<file path="src/hdl/lpf_pkg.sv">
// ----------------------------------------------------------------------------
// lpf_pkg
// Shared types, codes and helpers for the link path failover block.
// ----------------------------------------------------------------------------
package lpf_pkg;

  // Counter and limit width, saturation value and reset value of the limits
  localparam int unsigned CNT_W = 8;
  localparam logic [CNT_W-1:0] CNT_MAX = '1;
  localparam logic [CNT_W-1:0] LIMIT_RESET = CNT_W'(3);

  // Configuration register indexes
  localparam int unsigned REG_IDX_W = 2;
  localparam logic [REG_IDX_W-1:0] REG_DIRECT_FAIL_LIMIT = 2'd0;
  localparam logic [REG_IDX_W-1:0] REG_RECOVERY_LIMIT = 2'd1;
  localparam logic [REG_IDX_W-1:0] REG_RELAY_FAIL_LIMIT = 2'd2;

  // Stream widths
  localparam int unsigned S_TDATA_W = 8;
  localparam int unsigned S_TUSER_W = 2;
  localparam int unsigned M_TDATA_W = 8;

  // Event kinds
  typedef enum logic [1:0] {
    CMD_DIRECT_RESULT  = 2'd0,
    CMD_RELAY_READY    = 2'd1,
    CMD_RELAY_RESULT   = 2'd2,
    CMD_RECOVERY_PROBE = 2'd3
  } lpf_cmd_e;

  // Path state machine, one-hot
  typedef enum logic [2:0] {
    PATH_DIRECT    = 3'b001,
    PATH_DISCOVERY = 3'b010,
    PATH_RELAY     = 3'b100
  } lpf_path_e;

  // Encoded path as reported on the result stream
  localparam logic [1:0] PCODE_DIRECT = 2'd0;
  localparam logic [1:0] PCODE_DISCOVERY = 2'd1;
  localparam logic [1:0] PCODE_RELAY = 2'd2;

  // Path and counter state
  typedef struct packed {
    lpf_path_e        path;
    logic [CNT_W-1:0] direct_fail_cnt;
    logic [CNT_W-1:0] relay_fail_cnt;
    logic [CNT_W-1:0] recovery_cnt;
  } lpf_state_t;

  // Policy registers seen by the update logic
  typedef struct packed {
    logic [CNT_W-1:0] direct_fail_limit;
    logic [CNT_W-1:0] recovery_limit;
    logic [CNT_W-1:0] relay_fail_limit;
    logic             policy_ok;
  } lpf_cfg_t;

  // Saturating increment
  function automatic logic [CNT_W-1:0] sat_inc(input logic [CNT_W-1:0] v);
    return (v == CNT_MAX) ? v : v + CNT_W'(1);
  endfunction

  // One-hot path to its reported code
  function automatic logic [1:0] path_encode(input lpf_path_e p);
    logic [1:0] code;
    unique case (p)
      PATH_DIRECT:    code = PCODE_DIRECT;
      PATH_DISCOVERY: code = PCODE_DISCOVERY;
      PATH_RELAY:     code = PCODE_RELAY;
      default:        code = PCODE_DIRECT;
    endcase
    return code;
  endfunction

endpackage

</file>
<file path="src/hdl/lpf_cfg.sv">
// ----------------------------------------------------------------------------
// lpf_cfg
// Policy limit registers with write decode and the policy valid check.
// ----------------------------------------------------------------------------
module lpf_cfg (
  input  logic                          clk_i,
  input  logic                          rst_ni,
  input  logic                          cfg_we_i,
  input  logic [lpf_pkg::REG_IDX_W-1:0] cfg_addr_i,
  input  logic [lpf_pkg::CNT_W-1:0]     cfg_wdata_i,
  output lpf_pkg::lpf_cfg_t             cfg_o
);
  import lpf_pkg::*;

  logic [CNT_W-1:0] direct_fail_limit_q;
  logic [CNT_W-1:0] recovery_limit_q;
  logic [CNT_W-1:0] relay_fail_limit_q;

  // Decode writes; unknown indexes are dropped
  always_ff @(posedge clk_i or negedge rst_ni) begin
    if (!rst_ni) begin
      direct_fail_limit_q <= LIMIT_RESET;
      recovery_limit_q    <= LIMIT_RESET;
      relay_fail_limit_q  <= LIMIT_RESET;
    end else if (cfg_we_i) begin
      unique case (cfg_addr_i)
        REG_DIRECT_FAIL_LIMIT: direct_fail_limit_q <= cfg_wdata_i;
        REG_RECOVERY_LIMIT:    recovery_limit_q    <= cfg_wdata_i;
        REG_RELAY_FAIL_LIMIT:  relay_fail_limit_q  <= cfg_wdata_i;
        default: ;
      endcase
    end
  end

  // A zero limit makes the whole policy invalid
  always_comb begin
    cfg_o.direct_fail_limit = direct_fail_limit_q;
    cfg_o.recovery_limit    = recovery_limit_q;
    cfg_o.relay_fail_limit  = relay_fail_limit_q;
    cfg_o.policy_ok         = (direct_fail_limit_q != '0) && (recovery_limit_q != '0) &&
                              (relay_fail_limit_q != '0);
  end

endmodule

</file>
<file path="src/hdl/lpf_step.sv">
// ----------------------------------------------------------------------------
// lpf_step
// Next-state logic: applies one event to the path state and counters.
// ----------------------------------------------------------------------------
module lpf_step (
  input  lpf_pkg::lpf_state_t state_i,
  input  lpf_pkg::lpf_cfg_t   cfg_i,
  input  lpf_pkg::lpf_cmd_e   cmd_i,
  input  logic                success_i,
  output lpf_pkg::lpf_state_t state_o,
  output logic                error_o
);
  import lpf_pkg::*;

  logic [CNT_W-1:0] direct_inc;
  logic [CNT_W-1:0] relay_inc;
  logic [CNT_W-1:0] recovery_inc;

  assign direct_inc   = sat_inc(state_i.direct_fail_cnt);
  assign relay_inc    = sat_inc(state_i.relay_fail_cnt);
  assign recovery_inc = sat_inc(state_i.recovery_cnt);

  // Apply the event; an error leaves all state untouched
  always_comb begin
    state_o = state_i;
    error_o = 1'b0;
    if (!cfg_i.policy_ok) begin
      error_o = 1'b1;
    end else begin
      unique case (cmd_i)
        CMD_DIRECT_RESULT: begin
          if (state_i.path != PATH_DIRECT) begin
            error_o = 1'b1;
          end else if (success_i) begin
            state_o.direct_fail_cnt = '0;
          end else if (direct_inc >= cfg_i.direct_fail_limit) begin
            state_o.path            = PATH_DISCOVERY;
            state_o.direct_fail_cnt = '0;
          end else begin
            state_o.direct_fail_cnt = direct_inc;
          end
        end
        CMD_RELAY_READY: begin
          if (state_i.path != PATH_DISCOVERY) begin
            error_o = 1'b1;
          end else if (success_i) begin
            state_o.path           = PATH_RELAY;
            state_o.relay_fail_cnt = '0;
            state_o.recovery_cnt   = '0;
          end
        end
        CMD_RELAY_RESULT: begin
          if (state_i.path != PATH_RELAY) begin
            error_o = 1'b1;
          end else if (success_i) begin
            state_o.relay_fail_cnt = '0;
          end else if (relay_inc >= cfg_i.relay_fail_limit) begin
            state_o.path           = PATH_DISCOVERY;
            state_o.relay_fail_cnt = '0;
            state_o.recovery_cnt   = '0;
          end else begin
            state_o.relay_fail_cnt = relay_inc;
          end
        end
        CMD_RECOVERY_PROBE: begin
          if (state_i.path != PATH_RELAY && state_i.path != PATH_DISCOVERY) begin
            error_o = 1'b1;
          end else if (!success_i) begin
            state_o.recovery_cnt = '0;
          end else if (recovery_inc >= cfg_i.recovery_limit) begin
            state_o.path           = PATH_DIRECT;
            state_o.recovery_cnt   = '0;
            state_o.relay_fail_cnt = '0;
          end else begin
            state_o.recovery_cnt = recovery_inc;
          end
        end
        default: error_o = 1'b1;
      endcase
    end
  end

endmodule

</file>
<file path="src/hdl/link_path_failover_fsm.sv">
// ----------------------------------------------------------------------------
// link_path_failover_fsm
// Chooses between direct link, discovery and relay path from a stream of
// link events, with three saturating event counters and programmable limits.
// ----------------------------------------------------------------------------
// An input transfer passes through the input register, then the state update
//   into the result register, before its result is valid.
// Throughput: one event per cycle; a stalled result stalls the input side.
// Reset: asynchronous, active low; path returns to direct, counters clear,
//   all three limits return to 3, both stream stages empty.
module link_path_failover_fsm (
  input  logic                          clk_i,
  input  logic                          rst_ni,
  // Configuration write port
  input  logic                          cfg_we_i,
  input  logic [lpf_pkg::REG_IDX_W-1:0] cfg_addr_i,
  input  logic [lpf_pkg::CNT_W-1:0]     cfg_wdata_i,
  // Event stream
  input  logic                          s_axis_tvalid,
  output logic                          s_axis_tready,
  input  logic [lpf_pkg::S_TDATA_W-1:0] s_axis_tdata,  // [0] success, [7:1] zero
  input  logic [lpf_pkg::S_TUSER_W-1:0] s_axis_tuser,  // [1:0] command
  // Result stream
  output logic                          m_axis_tvalid,
  input  logic                          m_axis_tready,
  output logic [lpf_pkg::M_TDATA_W-1:0] m_axis_tdata   // [0] error, [2:1] path_state,
                                                       // [7:3] zero
);
  import lpf_pkg::*;

  lpf_cfg_t   cfg;
  lpf_state_t state_q, state_d;
  logic       step_error;

  logic       in_valid_q;
  lpf_cmd_e   in_cmd_q;
  logic       in_success_q;

  logic       out_valid_q;
  logic       out_error_q;
  logic [1:0] out_path_q;

  logic       advance;

  // Policy registers
  lpf_cfg u_cfg (
    .clk_i       (clk_i),
    .rst_ni      (rst_ni),
    .cfg_we_i    (cfg_we_i),
    .cfg_addr_i  (cfg_addr_i),
    .cfg_wdata_i (cfg_wdata_i),
    .cfg_o       (cfg)
  );

  // Event update logic
  lpf_step u_step (
    .state_i   (state_q),
    .cfg_i     (cfg),
    .cmd_i     (in_cmd_q),
    .success_i (in_success_q),
    .state_o   (state_d),
    .error_o   (step_error)
  );

  // Result register frees up when empty or being drained
  assign advance       = !out_valid_q || m_axis_tready;
  assign s_axis_tready = !in_valid_q || advance;

  // Input register
  always_ff @(posedge clk_i or negedge rst_ni) begin
    if (!rst_ni) begin
      in_valid_q <= 1'b0;
    end else if (s_axis_tready) begin
      in_valid_q <= s_axis_tvalid;
    end
  end

  always_ff @(posedge clk_i) begin
    if (s_axis_tready && s_axis_tvalid) begin
      in_cmd_q     <= lpf_cmd_e'(s_axis_tuser);
      in_success_q <= s_axis_tdata[0];
    end
  end

  // Commit the state when the event moves into the result register
  always_ff @(posedge clk_i or negedge rst_ni) begin
    if (!rst_ni) begin
      state_q.path            <= PATH_DIRECT;
      state_q.direct_fail_cnt <= '0;
      state_q.relay_fail_cnt  <= '0;
      state_q.recovery_cnt    <= '0;
    end else if (advance && in_valid_q) begin
      state_q <= state_d;
    end
  end

  // Result register
  always_ff @(posedge clk_i or negedge rst_ni) begin
    if (!rst_ni) begin
      out_valid_q <= 1'b0;
    end else if (advance) begin
      out_valid_q <= in_valid_q;
    end
  end

  always_ff @(posedge clk_i) begin
    if (advance && in_valid_q) begin
      out_error_q <= step_error;
      out_path_q  <= path_encode(state_d.path);
    end
  end

  assign m_axis_tvalid = out_valid_q;
  assign m_axis_tdata  = {{(M_TDATA_W - 3){1'b0}}, out_path_q, out_error_q};

`ifndef SYNTH
  // A waiting result always reports the path currently held
  assert property (@(posedge clk_i) disable iff (!rst_ni)
    m_axis_tvalid |-> (m_axis_tdata[2:1] == path_encode(state_q.path)))
    else $error("result path differs from held path");

  // Direct failures only count while on the direct path
  assert property (@(posedge clk_i) disable iff (!rst_ni)
    (state_q.direct_fail_cnt != '0) |-> (state_q.path == PATH_DIRECT))
    else $error("direct failure count set off the direct path");

  // Relay failures only count while the relay is active
  assert property (@(posedge clk_i) disable iff (!rst_ni)
    (state_q.relay_fail_cnt != '0) |-> (state_q.path == PATH_RELAY))
    else $error("relay failure count set off the relay path");

  // Input side only stalls behind a full, blocked pipeline
  assert property (@(posedge clk_i) disable iff (!rst_ni)
    !s_axis_tready |-> (in_valid_q && m_axis_tvalid && !m_axis_tready))
    else $error("input stalled without a blocked result");
`endif

endmodule
</file>
<file path="config.mk">
export PLATFORM = sky130hd
export DESIGN_NAME = link_path_failover_fsm
export DESIGN_NICKNAME = d
export VERILOG_FILES = /design/src/hdl/lpf_pkg.sv /design/src/hdl/lpf_cfg.sv /design/src/hdl/lpf_step.sv /design/src/hdl/link_path_failover_fsm.sv
export SDC_FILE = /design/constraint.sdc
export NUM_CORES = 1
export LEC_CHECK = 0
export BUFFER_PORTS_ARGS = -buffer_cell sky130_fd_sc_hd__buf_4
export CAP_MARGIN = 20
export CORE_AREA = 3 3 113 72
export DETAILED_ROUTE_END_ITERATION = 10
export DIE_AREA = 0 0 116 75
export GPL_ROUTABILITY_DRIVEN = 0
export GPL_TIMING_DRIVEN = 0
export HOLD_SLACK_MARGIN = 0.1
export PLACE_DENSITY = 0.78
export SLEW_MARGIN = 20
export SYNTH_ARGS = -nofsm -noshare
export SYNTH_HDL_FRONTEND = slang
export SYNTH_SLANG_ARGS = --single-unit
</file>
<file path="constraint.sdc">
create_clock -name clk_i -period 3.35 [get_ports clk_i]
set_input_delay 0.5025 -clock clk_i [delete_from_list [all_inputs] [get_ports clk_i]]
set_output_delay 0.5025 -clock clk_i [all_outputs]
set_load 0.02 [all_outputs]
</file>
== Word-level counts from Yosys, hierarchy flattened ==
Cells that the tools add are included.
Operators by class
  add/subtract/negate cells: 3
  magnitude comparators: 3
  equality and inequality tests: 21
  muxes and demuxes: 38
  bitwise operators: 1
  reductions and logical operators: 21
Operators with widths (number)
  8-bit two-way mux: 14
  16-bit two-way mux: 4
  16-bit one-hot mux with 3 select lines: 1
  3-bit two-way mux: 10
  27-bit two-way mux: 1
  8-bit by 1-bit adder with 8-bit output, second input constant: 3
  8-bit == test, second input constant: 3
  8-bit greater-or-equal comparator: 3
  8-bit nonzero test: 3
  9-bit AND reduction: 2
  2-bit != test, second input constant: 6
  3-bit one-hot mux with 4 select lines: 1
  11-bit two-way mux: 1
  2-bit == test, second input constant: 3
  2-bit AND reduction: 3
  1-bit logical AND: 5
  2-bit by 1-bit == test with 1-bit output, second input constant: 2
  2-bit zero test: 2
  1-bit two-way mux: 4
  2-bit by 1-bit != test with 1-bit output, second input constant: 2
  1-bit one-hot mux with 4 select lines: 1
  2-bit one-hot mux with 2 select lines: 1
  4-bit AND reduction: 1
  3-bit by 2-bit == test with 1-bit output, second input constant: 1
  other kinds (8): 10
Word-level totals
  register bits: 59
  word-level logic and storage cells: 100

== Depth between registers and ports, before layout ==
Gate-level depths: netlist (run 1).
  depth after elaboration: 10
  depth in mapped cells: 15
  gate-level depth less buffers: 13

== Hierarchy ==
A second synthesis (run 1) with hierarchy kept.
Second synthesis, totals
  cell total of the unflattened synthesis: 388
  area, all modules: 4080.2 µm²
By module, submodules not included
  lpf_step: instances 1, cells each 247, area each 1681.6 µm², seq. area each 0.0 µm²
  link_path_failover_fsm: instances 1, cells each 80, area each 1423.9 µm², seq. area each 907.1 µm²
  lpf_cfg: instances 1, cells each 61, area each 974.7 µm², seq. area each 608.1 µm²

== Worst setup path after synthesis (run 1) ==
No wires, ideal clock.
  path kind: flip-flop to flip-flop
  from: reg state_q[8] (netlist bit)
  to: reg state_q[11] (netlist bit)
  library setup time: 0.082 ns
  arrival: 3.226 ns
  path slack: 0.042 ns
  cell stages (with the launch flop): 14
  period minus slack after synthesis: 3.308 ns
  path through: dfrtp_1 -> ha_1 -> and3_1 -> and3_1 -> clkbuf_1 -> nand3_1 -> mux2_2 -> ha_1 -> a2111o_1 -> a31oi_1 -> and4b_1 -> buf_2 -> nand2_1 -> a31oi_1
Between the ends
  cells in the longest elaborated chain, start to end: 7
RTL lines
  start: declaration: line link_path_failover_fsm.sv:32  | lpf_state_t state_q, state_d;
  start signal: assignment: line link_path_failover_fsm.sv:93  | state_q <= state_d;
  8-bit by 1-bit adder with 8-bit output or 8-bit == test (tied branches): line lpf_pkg.sv:61  | return (v == CNT_MAX) ? v : v + CNT_W'(1);
  8-bit two-way mux *: line lpf_pkg.sv:61
  8-bit greater-or-equal comparator: line lpf_step.sv:57  | end else if (relay_inc >= cfg_i.relay_fail_limit) begin
  8-bit two-way mux *: line lpf_step.sv:57
  8-bit two-way mux *: line lpf_step.sv:55  | end else if (success_i) begin
  16-bit two-way mux *: line lpf_step.sv:53  | if (state_i.path != PATH_RELAY) begin
  16-bit one-hot mux with 3 select lines *: line lpf_step.sv:30  | unique case (cmd_i)
Mark *: on every way between the ends. The rest lies on a longest branch, timed or not. The select of a mux whose other input is x is not followed.
A chain may end at the register's enable or synchronous reset.

== Worst setup path in the final report (run 1) ==
  from: reg state_q[1] (netlist bit)
  to: reg out_path_q[0], data pin
Between the ends
  cells in the longest elaborated chain, start to end: 10
RTL lines
  8-bit by 1-bit adder with 8-bit output or 8-bit == test (tied branches): line lpf_pkg.sv:61
  8-bit two-way mux *: line lpf_pkg.sv:61
  8-bit greater-or-equal comparator *: line lpf_step.sv:70  | end else if (recovery_inc >= cfg_i.recovery_limit) begin
  3-bit two-way mux *: line lpf_step.sv:70
  3-bit two-way mux *: line lpf_step.sv:68  | end else if (!success_i) begin
  3-bit two-way mux *: line lpf_step.sv:66  | if (state_i.path != PATH_RELAY && state_i.path != PATH_DISCOVERY) begin
  3-bit one-hot mux with 4 select lines *: line lpf_step.sv:30
  27-bit two-way mux *: line lpf_step.sv:27  | if (!cfg_i.policy_ok) begin
  3-bit == test or 3-bit by 2-bit == test with 1-bit output (tied branches): line lpf_pkg.sv:67  | unique case (p)
  2-bit one-hot mux with 2 select lines *: line lpf_pkg.sv:67
  end signal: assignment: line link_path_failover_fsm.sv:109  | out_path_q <= path_encode(state_d.path);
  end: declaration: line link_path_failover_fsm.sv:41  | logic [1:0] out_path_q;
Mark *: on every way between the ends. The rest lies on a longest branch, timed or not.

==> metrics.md, run 1 <==
| Metric | Value |
|---|---|
| Cell Pwr Density | 458 nW/µm² |
| GRT Overall Usage | 0.217 |
| Max incr delay on CP | 0.46 ns |
| Post-synthesis area per instance | 9.53 µm² |
| Met2 Use GR | 0.310 |
| Row count | 24 |
| Yosys top cell area share | 0.301 |
| Register-to-register path setup slack | 0.10 ns |
| First-pass GRT wire length | 14400 µm |
| Worst Reg-to-Reg Cells | 11 |
| Worst skew pair latency | 0.33 ns |
| Cell taking the most area after synthesis | dfrtp_1 |
| Crit Reg-Reg Startpoint | state_q[1] |
| Top Usage Layer GRT | met1 |
| Multiplexer share of the synthesized area | 0.0701 |
| #FFs+latches synth | 59 |
| Async set-reset flop share out of synthesis | 0.898 |
| Final WL | 8680 µm |
| ANT cells | 0 |
| Final Cycle Share | 0.969 |
| Layout cells sized above 1 | 0.272 |
| Largest family of logic cells by synthesized area | simple AND/OR/NAND/NOR gates |
| CTS sink cnt | 59 |
| Synth-to-layout area growth | 21.1% |
| Clock-pin slew on the worst setup and hold paths | 0.05 ns |
| Synth cell types | 56 |
| Largest net degree at the start of global routing | 54 |
| Crit start category | flip-flop |
| Drt pass-1 iters | 5 |
| End point of the critical path | out_path_q[0] |
| Relative slew slack | 0.530 |
| Core ar. | 7150 µm² |
| Most numerous cell in the Yosys netlist | dfrtp_1 |
| Sequential area share after synthesis | 0.397 |
| Global Route met1 Usage | 0.321 |
| Die W | 116 µm |
| CP Capture Type | flip-flop |
| Synthesized area | 3820 µm² |
| Total Neg Setup Slack | 0 ns |
| Post-route DRC | 0 |
| Post-synth EDFFs | 6 |
| H-tree depth | 3 |
| Initial Util | 0.534 |
| Critical path type | reg2reg |
| Bufs on Longest Clock Path | 2 |
| Vias per inst | 5.78 |
| Clock buffer count from CTS | 9 |
| Hold/Removal Path Class | in2async |
| Arrival @ worst endpoint | 3.32 ns |
| DIE HEIGHT | 75 µm |
| Die ar. | 8700 µm² |
| Peak supply drop | 0.336 mV |
| Final Max Slew Viols | 0 |
| Routed Antenna Nets | 0 |
| Req. time, crit path | 3.42 ns |
| Outcome | completed |
| Top cells by area, synth | dfrtp_1 (30%), ha_1 (8.8%), mux2_2 (6.5%), dfstp_2 (4.8%), edfxtp_1 (4.7%) |
| Vias in the first global route | 2918 |
| CTS tree | yes |
| I/O Buffers | 22 |
| Post-Synth Adder-Cell Area | 0.0884 |
| Dominant synthesized flop cell | dfrtp_1 |
| Synth Area in XOR/XNOR | 0.0275 |
| Slowest library cell on the worst path | o41ai_4 |
| Reg2Reg Capture Point | out_path_q[0] |
| Ports | 35 |
| Total power | 2.12 mW |
| CP Max Fanout | 5 |
| Starting DRT DRC Count | 313 |
| Min Tclk post-route | 3.25 ns |
| Final net count | 499 |
| Simple-gate area share of the yosys netlist | 0.212 |
| Max Cap Violations | 0 |
| Worst Setup SP | state_q[1] |
| Worst slew pin tran | 0.703 ns |
| Yosys warns | 0 |
| Initial antenna violation count | 0 |
| CP cell instances | ha_4, and2_1, a41oi_2, nand3_2, xnor2_1, ha_1, nand2_1, o41ai_4, nand3_1, a211o_1, and4b_1 |
| Fmax achieved | 0.308 GHz |
| Final Hold Vio Count | 0 |
| Commonest cells in the netlist | dfrtp_1 (46), nand2_1 (37), nor2_1 (32), ha_1 (27), inv_1 (26) |
| GRT Residual Overflow | 0 |
| Dpl hpwl | 6180 µm |
| Wire per inst | 16.0 µm |
| Final Setup Violations | 0 |
| Syn Inst Count | 401 |
| Critical path depth | 11 |
| Bufs and invs on worst path | 0 |
| Synth Area in Compound Gates | 0.153 |
| Clk root buf | clkbuf_16 |
| Family with the most delay on the worst path | compound AO/OA/AOI/OAI gates |
| Met3 Track Usage GR | 0.0691 |
| Post-Route Utilization | 0.647 |
| P_leak | 2.12 nW |
| Via count | 3139 |
| Clk_skew | 0.00523 ns |
==> report_power, final <==
| part | switching (mW) | total, mW | internal, mW | leakage (nW) |
|---|---|---|---|---|
| combinational | 0.204 | 0.402 | 0.198 | 1.29 |
| clock | 0.313 | 0.852 | 0.538 | 0.137 |
| sequential | 0.0634 | 0.867 | 0.804 | 0.701 |
| total | 0.581 | 2.12 | 1.54 | 2.12 |
==> cell families after synthesis <==
| family | Yosys count |
|---|---|
| AO/OA/AOI/OAI | 86 |
| other | 1 |
| AND/OR/NAND/NOR | 149 |
| multiplexers | 24 |
| adder cells (fa/ha/maj) | 27 |
| buffers and inverters | 43 |
| flip-flops | 59 |
| XOR/XNOR | 12 |
==> flip-flops by register name (all words and copies together) (netlist names) <==
name and count:
in_cmd_q 2, in_valid_q 1, u_cfg.direct_fail_limit_q 8, state_q 27, out_path_q 2, m_axis_tvalid 1, in_success_q 1, u_cfg.recovery_limit_q 8
out_error_q 1, u_cfg.relay_fail_limit_q 8
==> cells in the final DEF, fill, tap and decap left out, types with 3 or more instances in the layout <==
master,instances
mux2_2,21
dfrtp_2,4
nand3_1,10
o21ai_0,19
edfxtp_1,6
buf_4,41
a21o_1,6
nand2_1,36
xnor2_1,9
conb_1,5
a22o_1,4
nand3_2,4
nor3b_1,3
dfrtp_1,42
nor4_1,6
dfstp_2,7
o21a_1,3
ha_1,24
nor2b_1,3
nand3b_1,5
a31oi_1,10
nor2_1,30
a21oi_1,19
and2_1,3
inv_1,26
buf_2,4
clkbuf_1,5
nand2b_1,12
clkbuf_16,9
nand4_1,5
and3_1,6
a211oi_1,4
==> worst reg2reg max path, delay by kind of cell (launching register included) <==
kind,cells,cell delay [ns]
AOI/OAI and AO/OA,3,1.08
xor gates and xnor gates,1,0.16
adders and majority gates,2,0.50
DFF,1,0.43
and+or+nand+nor,5,0.82
==> final cells by class <==
cell class,count,area (µm²)
multi-input combinational,303,2270
buffer,15,98.8
timing repair buffer,33,248
tap,91,114
clock buffer,14,264
sequential,59,1520
clock inverter,2,10.0
fill,571,2520
inverter,26,97.6
==> per-layer routing <==
metal  routed length (µm)  up-vias
li1                     -     1533
met3                  435        8
met4                   68        0
met2                 3760       77
met1                 4410     1521
met5                    0        -
==> stage by stage <==
step | cells | hold WS, ns | worst slack [ns] | area (µm²)
6_report | 543 | 0.198 | 0.103 | 4630
5_1_grt | 543 | 0.257 | -0.0230 | 4630
4_1_cts | 537 | 0.241 | 0.00675 | 4490
3_5_place_dp | 518 | 0.493 | -0.495 | 4110
3_3_place_gp | 518 | 0.465 | -0.445 | 4110
2_1_floorplan | 405 | 0.207 | 0.0425 | 3830
==> timing repair <==
action                                  in CTS  in global routing
endpoints found under the setup margin      29                 23
setup buffers                                5                  6
hold buffers                                 0                  0
resized for setup                           15                 24
pin swaps                                    6                  5
==> worst min-delay path by stage <==
stage                     startpoint            end  cells past startpoint
after global routing          rst_ni    state_q[12]                      1
final                         rst_ni    state_q[26]                      1
after floorplan               rst_ni     in_valid_q                      0
after global placement    in_valid_q  m_axis_tvalid                      1
after detailed placement  in_valid_q  m_axis_tvalid                      1
after CTS                     rst_ni    state_q[10]                      1
Note: power is estimated with default switching activity, not from simulation.
==> inputs of run 2 (changes only) <==
--- a/config.mk
+++ b/config.mk
@@ -5,11 +5,12 @@
 export SDC_FILE = /design/constraint.sdc
 export NUM_CORES = 1
 export LEC_CHECK = 0
+export ABC_AREA = 1
 export BUFFER_PORTS_ARGS = -buffer_cell sky130_fd_sc_hd__buf_4
 export CAP_MARGIN = 20
-export CORE_AREA = 3 3 113 72
+export CORE_AREA = 3 3 114 72
 export DETAILED_ROUTE_END_ITERATION = 10
-export DIE_AREA = 0 0 116 75
+export DIE_AREA = 0 0 117 75
 export GPL_ROUTABILITY_DRIVEN = 0
 export GPL_TIMING_DRIVEN = 0
 export HOLD_SLACK_MARGIN = 0.1
==> run 2 against run 1 <==
Net effect: sequential share of layout area rose by 0.90 points; combinational power rose to 2.6 times the previous value; critical path depth rose by 7; synthesized area rose by 1.2%; non-clock buffer count fell by 14; utilization fell by 2.4 points; largest power group is now combinational cells.
==> metrics.md, run 2 <==
| Metric | Value |
|---|---|
| Crit start category | flip-flop |
| RSZ-0062 raised after global routing | true |
| Syn Inst Count | 513 (+28%) |
| Die W | 117 µm (+0.86%) |
| Commonest cells in the netlist | nand2_1 (165), inv_1 (77), dfrtp_1 (46), nor2_1 (34), o21ai_0 (30) |
| Clk root buf | clkbuf_16 |
| Arrival @ worst endpoint | 3.16 ns (-0.16 ns) |
| Routed Antenna Nets | 0 (unchanged) |
| Hold slack | 0.209 ns (+0.0115 ns) |
| Reg with most FFs | state_q |
| # hold bufs at CTS | 0 (unchanged) |
| Core ar. | 7210 µm² (+0.84%) |
| Max Cap Violations | 0 (unchanged) |
| Req. time, crit path | 3.43 ns (about the same) |
| Cell taking the most area after synthesis | dfrtp_1 |
| GRT Residual Overflow | 0 (unchanged) |
| Worst skew pair latency | 0.33 ns (about the same) |
| Total power | 2.94 mW (+39%) |
| Final net count | 603 (+21%) |
| Yosys top cell area share | 0.298 (-0.00351) |
| Most frequent cells in the layout | nand2_1 (165), inv_1 (77), dfrtp_1 (46) |
| Relative slew slack | 0.513 (-0.0171) |
| Clock-pin slew on the worst setup and hold paths | 0.05 ns (about the same) |
| Most numerous cell in the Yosys netlist | nand2_1 |
| Vias in the first global route | 3174 (+8.8%) |
| Row count | 24 (unchanged) |
| Design Area, Final | 4490 µm² (-3.0%) |
| Worst slew pin tran | 0.725 ns (+0.0217 ns) |
| ANT cells | 0 (unchanged) |
| P_leak | 2.42 nW (+14%) |
| Dominant synthesized flop cell | dfrtp_1 |
| Synthesized area | 3860 µm² (+1.2%) |
| Placed inst area | 4160 µm² (+1.1%) |
| First-pass GRT wire length | 14300 µm (-0.76%) |
| Initial Util | 0.536 (+0.00180) |
| Outcome | completed |
| Initial antenna violation count | 0 (unchanged) |
| Synth cell types | 37 (-34%) |
| Final Max Slew Viols | 0 (unchanged) |
| Cell Pwr Density | 655 nW/µm² (+43%) |
| Dpl hpwl | 6150 µm (-0.58%) |
| Placed Instances | 630 (+22%) |
| Final Setup Violations | 0 (unchanged) |
| Fmax achieved | 0.325 GHz (+5.6%) |
| Drt pass-1 iters | 5 (unchanged) |
| Async set-reset flop share out of synthesis | 0.898 (unchanged) |
| Clk_skew | 0.00686 ns (+0.00163 ns) |
| Vias per inst | 5.06 (-12%) |
| Flip-flop count of the largest register after layout | 27 (unchanged) |
| Bufs on Longest Clock Path | 2 (unchanged) |
| Peak supply drop | 0.410 mV (+22%) |
| CP Max Fanout | 8 (+3) |
| Final std cells w/o fill | 647 (+19%) |
| Ports | 35 (unchanged) |
| Largest net degree at the start of global routing | 54 (unchanged) |
| CTS sink cnt | 59 (unchanged) |
| Layout cells sized above 1 | 0.174 (-0.0977) |
| GRT Overall Usage | 0.213 (-0.00421) |
| H-tree depth | 3 (unchanged) |
| Clock buffer count from CTS | 9 (unchanged) |
| Commonest non-fill, non-tap cell in the layout | nand2_1 |
| I/O Buffers | 22 (unchanged) |
| Fill cell count | 615 (+7.7%) |
| Min Tclk post-route | 3.07 ns (-0.173 ns) |
| Final WL | 8370 µm (-3.5%) |
| Post-route DRC | 0 (unchanged) |
| Sequential area share after synthesis | 0.392 (-0.00462) |
| Starting DRT DRC Count | 136 (-57%) |
| #FFs+latches synth | 59 (unchanged) |
| Final Hold Vio Count | 0 (unchanged) |
| Final Cycle Share | 0.918 (-0.0517) |
| CP Capture Type | flip-flop |
| Top cells by area, synth | dfrtp_1 (30%), nand2_1 (16%), ha_1 (8.7%), inv_1 (7.5%), dfstp_2 (4.8%) |
| Post-synthesis area per instance | 7.53 µm² (-21%) |
| Post-synth EDFFs | 6 (unchanged) |
| Synth-to-layout area growth | 16.2% |
| Yosys warns | 0 (unchanged) |
| CTS tree | yes |
| Wire per inst | 12.9 µm (-19%) |
| Die ar. | 8780 µm² (+0.86%) |
| DIE HEIGHT | 75 µm (unchanged) |
| Via count | 3275 (+4.3%) |
| Critical path type | reg2reg |
| Hold/Removal Path Class | in2async |
## run 2: cell types whose count changed after synthesis, moves of 9 or more
cell / previous run / this run
and3_1: 10 / 0
nand2_1: 37 / 165
xor2_1: 2 / 15
inv_2: 0 / 15
inv_1: 26 / 77
nand2b_1: 12 / 0
nand3_1: 15 / 24
a21oi_1: 19 / 10
o21ai_0: 20 / 30
mux2_2: 22 / 0
a31oi_1: 11 / 0
xnor2_1: 10 / 1
## run 2: cell type report
cell class / instances / area (µm²) / area share
inverter: 93 / 349 / 0.0778
sequential: 59 / 1520 / 0.338
buffer: 11 / 72.6 / 0.0162
timing repair buffer: 23 / 173 / 0.0385
multi-input combinational: 354 / 1970 / 0.440
tap: 91 / 114 / 0.0254
clock inverter: 1 / 5.00 / 0.00111
clock buffer: 15 / 288 / 0.0641
## run 2: per-layer routing
layer	share of wire	vias to the layer above	track usage
met1	0.49	1495	0.288
met4	0.024	0	0.0776
met3	0.064	21	0.0659
met5	0	-	0
met2	0.42	81	0.327
li1	-	1678	-
## run 2: path summary, 6_finish.rpt
kind	from	end	slack, ns	cells after the start
worst min-delay path	rst_ni	state_q[22]	0.21	1
max in group asynchronous	rst_ni	u_cfg.direct_fail_limit_q[2]	2.68	1
worst max register to register	state_q[16]	out_path_q[0]	0.28	18
worst max-delay path	state_q[16]	out_path_q[0]	0.28	18
min in group clk_i	s_axis_tdata[0]	in_success_q	0.34	1
worst min register to register	state_q[7]	state_q[7]	0.49	2
## run 2: critical path, stage by stage (launching register included)
cell and delay (ns):
dfrtp_1 0.38, ha_2 0.20, inv_1 0.06, nor2_2 0.15, nand4_1 0.32, nand3_2 0.21
xor2_2 0.16, inv_1 0.07, ha_1 0.29, a21oi_1 0.14, nor2_1 0.05, nor2_1 0.14
nand3_2 0.15, nand3_1 0.11, nand2_1 0.06, o21ai_0 0.10, nand2_1 0.12, nand2_1 0.07
nor2_1 0.04
## run 2: stage by stage
stage               setup TNS, ns   util  setup slack [ns]
finish                          0  0.623             0.276
global route             -0.00179  0.623          -0.00179
CTS                             0  0.618             0.110
detailed placement              0  0.577             0.169
global placement                0  0.577             0.294
floorplan                       0      -             0.714
## run 2: timing repair
item                                   CTS  global route
setup endpoints to repair                0            18
buffers inserted                         0             1
endpoints found under the hold margin    0             0
resized for setup                        0             7
## run 2: logic make-up (layout without fill, tap and decap cells)
group,after synthesis,in the layout,synth area share
simple gates,251,251,0.285
buf+inv,104,143,0.109
flops,59,59,0.392
compound gates,55,55,0.0897
fa+ha+maj,27,27,0.0874
xor+xnor,16,16,0.0363
other cells,1,5,0.000970
## run 2: where the power goes
group          internal (mW)  switching [mW]
sequential             0.868           0.123
clock                  0.580           0.316
combinational          0.420           0.633
total                   1.87            1.07
